$ cat src/hdl/gpioed_pkg.sv
package gpioed_pkg;

    localparam int NUM_PINS_DEFAULT = 54;
    localparam int PINS_PER_FSEL    = 10;
    localparam int FSEL_WORDS       = 6;
    localparam int FSEL_PINS        = FSEL_WORDS * PINS_PER_FSEL;
    localparam int FSEL_BITS        = 3 * PINS_PER_FSEL;

    localparam logic [2:0] FSEL_OUTPUT   = 3'd1;
    localparam logic [1:0] PULL_DOWN     = 2'd1;
    localparam logic [1:0] PULL_UP       = 2'd2;

    // word offsets
    localparam logic [5:0] ADDR_FSEL_FIRST = 6'd0;
    localparam logic [5:0] ADDR_FSEL_LAST  = 6'd5;
    localparam logic [5:0] ADDR_SET0       = 6'd7;
    localparam logic [5:0] ADDR_SET1       = 6'd8;
    localparam logic [5:0] ADDR_CLR0       = 6'd10;
    localparam logic [5:0] ADDR_CLR1       = 6'd11;
    localparam logic [5:0] ADDR_LEV0       = 6'd13;
    localparam logic [5:0] ADDR_LEV1       = 6'd14;
    localparam logic [5:0] ADDR_EDS0       = 6'd16;
    localparam logic [5:0] ADDR_EDS1       = 6'd17;
    localparam logic [5:0] ADDR_AREN0      = 6'd31;
    localparam logic [5:0] ADDR_AREN1      = 6'd32;
    localparam logic [5:0] ADDR_AFEN0      = 6'd34;
    localparam logic [5:0] ADDR_AFEN1      = 6'd35;
    localparam logic [5:0] ADDR_PUD        = 6'd37;
    localparam logic [5:0] ADDR_PUDCLK0    = 6'd38;
    localparam logic [5:0] ADDR_PUDCLK1    = 6'd39;

    typedef enum logic [1:0] {
        CMD_READ   = 2'd0,
        CMD_WRITE  = 2'd1,
        CMD_SAMPLE = 2'd2
    } t_cmd;

    typedef struct packed {
        logic [1:0]  cmd;
        logic [5:0]  reg_addr;
        logic [31:0] write_data;
        logic [63:0] pin_levels;
    } t_gpio_in;

    typedef struct packed {
        logic [31:0] read_data;
        logic [63:0] out_value;
        logic [63:0] out_enable;
        logic [63:0] pull_up_en;
        logic [63:0] pull_down_en;
        logic        irq;
    } t_gpio_out;

    function automatic logic [63:0] place_half(input logic [31:0] d, input logic hi);
        return hi ? {d, 32'd0} : {32'd0, d};
    endfunction

    function automatic logic [31:0] half_of(input logic [63:0] v, input logic hi);
        return hi ? v[63:32] : v[31:0];
    endfunction

    function automatic logic [63:0] replace_half(input logic [63:0] v, input logic [31:0] d,
                                                 input logic hi);
        return hi ? {d, v[31:0]} : {v[63:32], d};
    endfunction

    // fields of pins that exist within one fsel word
    function automatic logic [FSEL_BITS-1:0] fsel_mask(input int w, input int num_pins);
        logic [FSEL_BITS-1:0] m;
        m = '0;
        for (int i = 0; i < PINS_PER_FSEL; i++) begin
            if (w * PINS_PER_FSEL + i < num_pins) begin
                m[3*i +: 3] = 3'b111;
            end
        end
        return m;
    endfunction

endpackage

$ cat src/hdl/gpioed_core.sv
module gpioed_core #(
    parameter int NUM_PINS = gpioed_pkg::NUM_PINS_DEFAULT
) (
    input  logic                  i_clk,
    input  logic                  i_rst_n,
    input  logic                  i_valid,
    input  gpioed_pkg::t_gpio_in  i_item,
    output gpioed_pkg::t_gpio_out o_result
);
    import gpioed_pkg::*;

    localparam logic [63:0] PinMask = {64{1'b1}} >> (64 - NUM_PINS);

    logic [FSEL_BITS-1:0] r_fsel [FSEL_WORDS];
    logic [FSEL_BITS-1:0] n_fsel [FSEL_WORDS];
    logic [1:0]           r_pull [NUM_PINS];
    logic [1:0]           n_pull [NUM_PINS];
    logic [63:0]          r_out, n_out;
    logic [63:0]          r_rise, n_rise;
    logic [63:0]          r_fall, n_fall;
    logic [63:0]          r_eds, n_eds;
    logic [63:0]          r_prev, n_prev;
    logic [1:0]           r_pud, n_pud;

    logic [5:0]  addr;
    logic [31:0] data;
    logic [63:0] placed;
    logic [63:0] now_lv;
    logic [31:0] rd;
    logic [63:0] oe, pu, pd;

    assign addr   = i_item.reg_addr;
    assign data   = i_item.write_data;
    assign now_lv = i_item.pin_levels & PinMask;

    // half-word placement: the second word of each pair covers pins 32 and up
    always_comb begin
        logic hi;
        hi = (addr == ADDR_SET1) || (addr == ADDR_CLR1) || (addr == ADDR_EDS1) ||
             (addr == ADDR_PUDCLK1);
        placed = place_half(data, hi) & PinMask;
    end

    always_comb begin
        n_fsel = r_fsel;
        n_pull = r_pull;
        n_out  = r_out;
        n_rise = r_rise;
        n_fall = r_fall;
        n_eds  = r_eds;
        n_prev = r_prev;
        n_pud  = r_pud;
        rd     = '0;
        if (i_valid) begin
            case (i_item.cmd)
                CMD_READ: begin
                    case (addr) inside
                        [ADDR_FSEL_FIRST:ADDR_FSEL_LAST]: rd = {2'b00, r_fsel[addr[2:0]]};
                        ADDR_LEV0, ADDR_LEV1:   rd = half_of(r_prev, addr == ADDR_LEV1);
                        ADDR_EDS0, ADDR_EDS1:   rd = half_of(r_eds, addr == ADDR_EDS1);
                        ADDR_AREN0, ADDR_AREN1: rd = half_of(r_rise, addr == ADDR_AREN1);
                        ADDR_AFEN0, ADDR_AFEN1: rd = half_of(r_fall, addr == ADDR_AFEN1);
                        ADDR_PUD:               rd = {30'd0, r_pud};
                        default:                rd = '0;
                    endcase
                end
                CMD_WRITE: begin
                    case (addr) inside
                        [ADDR_FSEL_FIRST:ADDR_FSEL_LAST]: begin
                            for (int w = 0; w < FSEL_WORDS; w++) begin
                                if (addr[2:0] == 3'(w)) begin
                                    n_fsel[w] = data[FSEL_BITS-1:0] & fsel_mask(w, NUM_PINS);
                                end
                            end
                        end
                        ADDR_SET0, ADDR_SET1: n_out = r_out | placed;
                        ADDR_CLR0, ADDR_CLR1: n_out = r_out & ~placed;
                        ADDR_EDS0, ADDR_EDS1: n_eds = r_eds & ~placed;
                        ADDR_AREN0, ADDR_AREN1:
                            n_rise = replace_half(r_rise, data, addr == ADDR_AREN1) & PinMask;
                        ADDR_AFEN0, ADDR_AFEN1:
                            n_fall = replace_half(r_fall, data, addr == ADDR_AFEN1) & PinMask;
                        ADDR_PUD: n_pud = data[1:0];
                        ADDR_PUDCLK0, ADDR_PUDCLK1: begin
                            for (int p = 0; p < NUM_PINS; p++) begin
                                if (placed[p]) begin
                                    n_pull[p] = r_pud;
                                end
                            end
                        end
                        default: ;
                    endcase
                end
                CMD_SAMPLE: begin
                    n_eds  = (r_eds | (now_lv & ~r_prev & r_rise) |
                              (~now_lv & r_prev & r_fall)) & PinMask;
                    n_prev = now_lv;
                end
                default: ;
            endcase
        end
    end

    // per-pin decode of the state after this item
    always_comb begin
        oe = '0;
        pu = '0;
        pd = '0;
        for (int p = 0; p < NUM_PINS; p++) begin
            if (p < FSEL_PINS) begin
                oe[p] = n_fsel[p / PINS_PER_FSEL][3*(p % PINS_PER_FSEL) +: 3] == FSEL_OUTPUT;
            end
            pu[p] = n_pull[p] == PULL_UP;
            pd[p] = n_pull[p] == PULL_DOWN;
        end
    end

    always_comb begin
        o_result.read_data    = rd;
        o_result.out_value    = n_out;
        o_result.out_enable   = oe;
        o_result.pull_up_en   = pu;
        o_result.pull_down_en = pd;
        o_result.irq          = |n_eds;
    end

    always_ff @(posedge i_clk) begin
        if (!i_rst_n) begin
            for (int w = 0; w < FSEL_WORDS; w++) begin
                r_fsel[w] <= '0;
            end
            for (int p = 0; p < NUM_PINS; p++) begin
                r_pull[p] <= '0;
            end
            r_out  <= '0;
            r_rise <= '0;
            r_fall <= '0;
            r_eds  <= '0;
            r_prev <= '0;
            r_pud  <= '0;
        end else begin
            r_fsel <= n_fsel;
            r_pull <= n_pull;
            r_out  <= n_out;
            r_rise <= n_rise;
            r_fall <= n_fall;
            r_eds  <= n_eds;
            r_prev <= n_prev;
            r_pud  <= n_pud;
        end
    end

endmodule

$ cat src/hdl/gpio_controller_edge_detect.sv
// GPIO controller with edge detection. Each item is a bus read, a bus write or a
// pin sample; one item is accepted in every clock cycle (busy stays low). An item
// is held in the input register, where the update logic works out the new pin
// state and the result. The next edge writes the pin state and loads the result
// register, and o_done, registered alongside it, marks o_result. Items see the
// state left by the item before them. The receiver cannot stall, so every result
// is present for exactly one cycle and must be taken then.
module gpio_controller_edge_detect #(
    parameter int NUM_PINS = gpioed_pkg::NUM_PINS_DEFAULT
) (
    input  logic                  i_clk,
    input  logic                  i_rst_n,
    input  logic                  start,
    output logic                  busy,
    input  gpioed_pkg::t_gpio_in  i_item,
    output logic                  o_done,
    output gpioed_pkg::t_gpio_out o_result
);
    import gpioed_pkg::*;

    localparam logic [63:0] PinMask = {64{1'b1}} >> (64 - NUM_PINS);

    logic      r_in_valid;
    t_gpio_in  r_item;
    logic      r_done;
    t_gpio_out r_result;
    t_gpio_out core_result;

    assign busy = 1'b0;

    always_ff @(posedge i_clk) begin
        if (!i_rst_n) begin
            r_in_valid <= 1'b0;
            r_done     <= 1'b0;
        end else begin
            r_in_valid <= start && !busy;
            r_done     <= r_in_valid;
        end
    end

    always_ff @(posedge i_clk) begin
        if (start && !busy) begin
            r_item <= i_item;
        end
        if (r_in_valid) begin
            r_result <= core_result;
        end
    end

    gpioed_core #(
        .NUM_PINS(NUM_PINS)
    ) u_core (
        .i_clk   (i_clk),
        .i_rst_n (i_rst_n),
        .i_valid (r_in_valid),
        .i_item  (r_item),
        .o_result(core_result)
    );

    assign o_done   = r_done;
    assign o_result = r_result;

    a_done_latency: assert property (@(posedge i_clk) disable iff (!i_rst_n)
        start && !busy |-> ##2 o_done)
        else $error("item accepted without a result two cycles later");

    a_read_data_zero: assert property (@(posedge i_clk) disable iff (!i_rst_n)
        o_done && ($past(r_item.cmd) != CMD_READ) |-> o_result.read_data == '0)
        else $error("nonzero read data for a non-read item");

    a_missing_pins: assert property (@(posedge i_clk) disable iff (!i_rst_n)
        o_done |-> ((o_result.out_value | o_result.out_enable | o_result.pull_up_en |
                     o_result.pull_down_en) & ~PinMask) == '0)
        else $error("bits set for pins that do not exist");

endmodule

$ cat config.mk
export PLATFORM = sky130hd
export DESIGN_NAME = gpio_controller_edge_detect
export DESIGN_NICKNAME = d
export VERILOG_FILES = /design/src/hdl/gpioed_pkg.sv /design/src/hdl/gpioed_core.sv /design/src/hdl/gpio_controller_edge_detect.sv
export SDC_FILE = /design/constraint.sdc
export NUM_CORES = 2
export LEC_CHECK = 0
export BUFFER_PORTS_ARGS = -buffer_cell sky130_fd_sc_hd__buf_2
export CORE_MARGIN = 2
export CORE_UTILIZATION = 35
export CTS_BUF_LIST = sky130_fd_sc_hd__clkbuf_16
export CTS_CLUSTER_DIAMETER = 200
export DETAILED_ROUTE_END_ITERATION = 10
export RECOVER_POWER = 50
export SLEW_MARGIN = 20
export SYNTH_ARGS = -nofsm -noshare
export SYNTH_HDL_FRONTEND = slang
export SYNTH_SLANG_ARGS = --single-unit
$ cat constraint.sdc
create_clock -name i_clk -period 9 [get_ports i_clk]
set_clock_uncertainty 0.15 [all_clocks]
set_input_delay 0.45 -clock i_clk [delete_from_list [all_inputs] [get_ports i_clk]]
set_output_delay 0.45 -clock i_clk [all_outputs]
set_load 0.02 [all_outputs]
==> results.cfg <==
[status]
result_of_the_run = finished, violations left
violations = capacitance limit, slew limit

[logic_synthesis]
synth_simple_gate_area_frac = 0.194
part_of_the_yosys_area_used_for_sequential_elements = 0.567
synthesis.area_per_instance_um2 = 9.62
netlist-cell-type-count = 65
compound_gate_fraction_of_synth_area = 0.134
combinational_family_with_the_most_area_after_synthesis = simple AND/OR/NAND/NOR gates
muxShareOfSynthArea = 0.0618
fraction_of_synthesized_cell_area_in_xor_and_xnor_cells = 0.000232
ys_seq_elements = 897
postSynth.topFlopCell = sky130_fd_sc_hd__dfxtp_1
synthesis.area_um2 = 37700
synth_edf_count = 343
synth_warnings = 0
yosys.area_share.adder = 0.000995
cell_count_after_synthesis = 3921
ys_async_sr_fraction = 0

[placed_design]
numPortBuffers = 346
dp_worst_setup_slack_ps = 4810
detailedPlacementHpwl_mm = 80.9
placedCellCount = 5449
routabilityCongestion = 0.884

[drt]
detail_route.wirelength_mm = 128
drcViolationCount = 0
route.detailed.vias_per_inst = 5.37
route.vias.total = 30800
wire_per_inst_um = 22.2
drt_pass1_iterations = 7
final_antenna_violating_net_count = 0
drt_iter0_markers = 3236

[global_routing]
grt_pass1_vias = 28600
grt_start_max_net_pins = 113
grt_use_total = 0.223
number_of_antenna_violations_at_the_first_check_in_global_routing = 6
grt_pass1_wl_mm = 186
grt_remaining_overflow = 0

[sta]
fin_setup_tns_ps = 0
timing.final.ws_setup_ps = 3100
timing.final.setup_violations = 0
layout_worst_path_cycle_share = 0.655
slew_headroom = -1.91
worst_hold_slack_ps = 315
worst_slew_pin_slew_ps = 4370
final_hold_viol_count = 0
clock.fmax_ghz = 0.170
rsz_0062_raised_after_global_routing = false
final-max-slew-violation-count = 367
finalWorstPathRequiredPeriod_ps = 5900

[hold_path]
hp-class = flip-flop to flip-flop

[flow_run]
max_cap_viol_count = 6

[critical_path]
setup.worst_path.class = flip-flop to flip-flop
cp_slowest_stage_delay_ps = 3170
worst-endpoint-arrival_ps = 5900
critPathLaunchType = flip-flop
worst-endpoint-required_ps = 9010
cp.buffers_inverters = 1
cp_top_family = buffers and inverters
critical_path_maximum_fanout = 83
timing.critical_path.slowest_stage_cell = sky130_fd_sc_hd__clkbuf_1
critical_path.endpoint_type = flip-flop
crit_chain = clkbuf_1

[cells_and_area]
layout.nets = 4349
layout-drive-gt1-share = 0.0865
layout-area-overhead-vs-synth_pct = 17.4
post_layout_nonfiller_instances = 5731
fillers = 10600

[power_and_ir_drop]
pwr_density_cell_nw_per_um2 = 198
power.leakage_nw = 14.2
power.ir.vdd_worst_uv = 123
total_power_w = 0.00877

[clock_tree]
clk_pin_slew_worst_paths_ps = 60
tritoncts.num_buffers = 97
clock_tree.root_cell = sky130_fd_sc_hd__clkbuf_16
cts-root-to-sink-buffers = 3
number_of_setup_buffers_added_after_cts = 0
clock-sinks = 897
cts_tree = yes
h_tree_levels = 3
clock_insertion_delay_worst_skew_ps = 680
cts-resized-gates = 0

[die]
core_region_area_um2 = 107000
std_cell_rows = 120
floorplan.die_area_um2 = 110000
ios = 398
die-height_um = 332
die_width_um = 332
effective_utilization_at_floorplan = 0.353
## per-layer routing
layer  share of wire  global-route usage  wire, um  vias to the layer above
li1                -                   -         -                    14400
met1            0.42               0.296     53900                    14900
met2            0.46               0.352     58200                     1245
met3           0.072              0.0358      9140                      254
met4           0.049               0.111      6310                        0
met5               0                   0         0                        -
## kinds of logic after synthesis
family          after synthesis
simple gates               1589
flops                       897
compound gates              876
buf+inv                     360
mux                         194
fa+ha+maj                     3
other cells                   1
xor+xnor                      1
## area by class of cell
type	count	area (um^2)	share of cell area
diodes	5	12.5	0.000283
clock buffers	102	2550	0.0577
clock inverters	81	503	0.0114
inverters	11	48.8	0.00110
multi-input cells	2704	15000	0.339
flip-flops and latches	897	21400	0.483
well taps	1403	1760	0.0397
repair buffers	528	2970	0.0671
## cells in the final DEF, fill, tap and decap left out, types with 21 or more instances in the layout
cell,count
sky130_fd_sc_hd__nand2_1,805
sky130_fd_sc_hd__dfxtp_1,552
sky130_fd_sc_hd__a21oi_1,424
sky130_fd_sc_hd__edfxtp_1,343
sky130_fd_sc_hd__clkbuf_1,275
sky130_fd_sc_hd__nor2_1,262
sky130_fd_sc_hd__o21ai_0,219
sky130_fd_sc_hd__nand3b_1,175
sky130_fd_sc_hd__nand3_1,168
sky130_fd_sc_hd__mux2i_1,153
sky130_fd_sc_hd__clkbuf_16,102
sky130_fd_sc_hd__dlygate4sd3_1,94
sky130_fd_sc_hd__and2_1,81
sky130_fd_sc_hd__buf_4,81
sky130_fd_sc_hd__buf_2,77
sky130_fd_sc_hd__a22o_1,57
sky130_fd_sc_hd__conb_1,41
sky130_fd_sc_hd__a22oi_1,30
sky130_fd_sc_hd__mux4_2,30
sky130_fd_sc_hd__clkinv_1,27
sky130_fd_sc_hd__inv_1,26
sky130_fd_sc_hd__o22ai_1,26
sky130_fd_sc_hd__a211oi_1,25
sky130_fd_sc_hd__a31oi_1,22
sky130_fd_sc_hd__clkinv_2,21
## registers in the layout (all words and copies together) (netlist names)
signal         flops
u_core.r_fall     54
u_core.r_fsel    162
r_in_valid         1
u_core.r_pull    108
u_core.r_prev     54
o_done             1
u_core.r_rise     54
u_core.r_pud       2
u_core.r_out      54
o_result         249
r_item            94
u_core.r_eds      64
## final timing paths
kind                                   startpoint                end  slack (ps)  cells after the start
worst min register to register  u_core.r_pull[37]  u_core.r_pull[37]         310                      2
worst max-delay path                   r_in_valid       o_result[91]        3100                      1
worst max register to register         r_in_valid       o_result[91]        3100                      1
worst min-delay path            u_core.r_pull[37]  u_core.r_pull[37]         310                      2
## report_power, final
| part | total [W] | leakage [nW] | internal, W | switching, W |
|---|---|---|---|---|
| Clock | 0.00388 | 1.56 | 0.00218 | 0.00169 |
| Sequential | 0.00436 | 7.81 | 0.00430 | 0.0000620 |
| Combinational | 0.000538 | 4.82 | 0.000127 | 0.000410 |
## cells in the mapped netlist (all sizes together), types with 26 or more instances
| cell type | n | share of area |
|---|---|---|
| a21oi | 424 | 0.056 |
| a22o | 57 | 0.013 |
| a22oi | 30 | 0.0060 |
| and2 | 92 | 0.015 |
| buf | 87 | 0.014 |
| clkbuf | 262 | 0.026 |
| dfxtp | 554 | 0.29 |
| edfxtp | 343 | 0.27 |
| mux2i | 153 | 0.041 |
| mux4 | 30 | 0.018 |
| nand2 | 806 | 0.080 |
| nand3 | 170 | 0.023 |
| nand3b | 175 | 0.035 |
| nor2 | 269 | 0.027 |
| o21ai | 219 | 0.029 |
| o22ai | 26 | 0.0043 |
## stage by stage
step	utilization	cell area [um^2]
after floorplan	-	37900
after global placement	0.380	40600
after detailed placement	0.380	40600
after CTS	0.417	44600
after global routing	0.414	44200
final	0.414	44300
## repair_timing
item / 4_1_cts / 5_1_grt
hold endpoints to repair: 94 / 0
hold buffers: 94 / 0
endpoints found under the setup margin: 0 / 0
No activity file was read; power rests on OpenSTA's default activity.
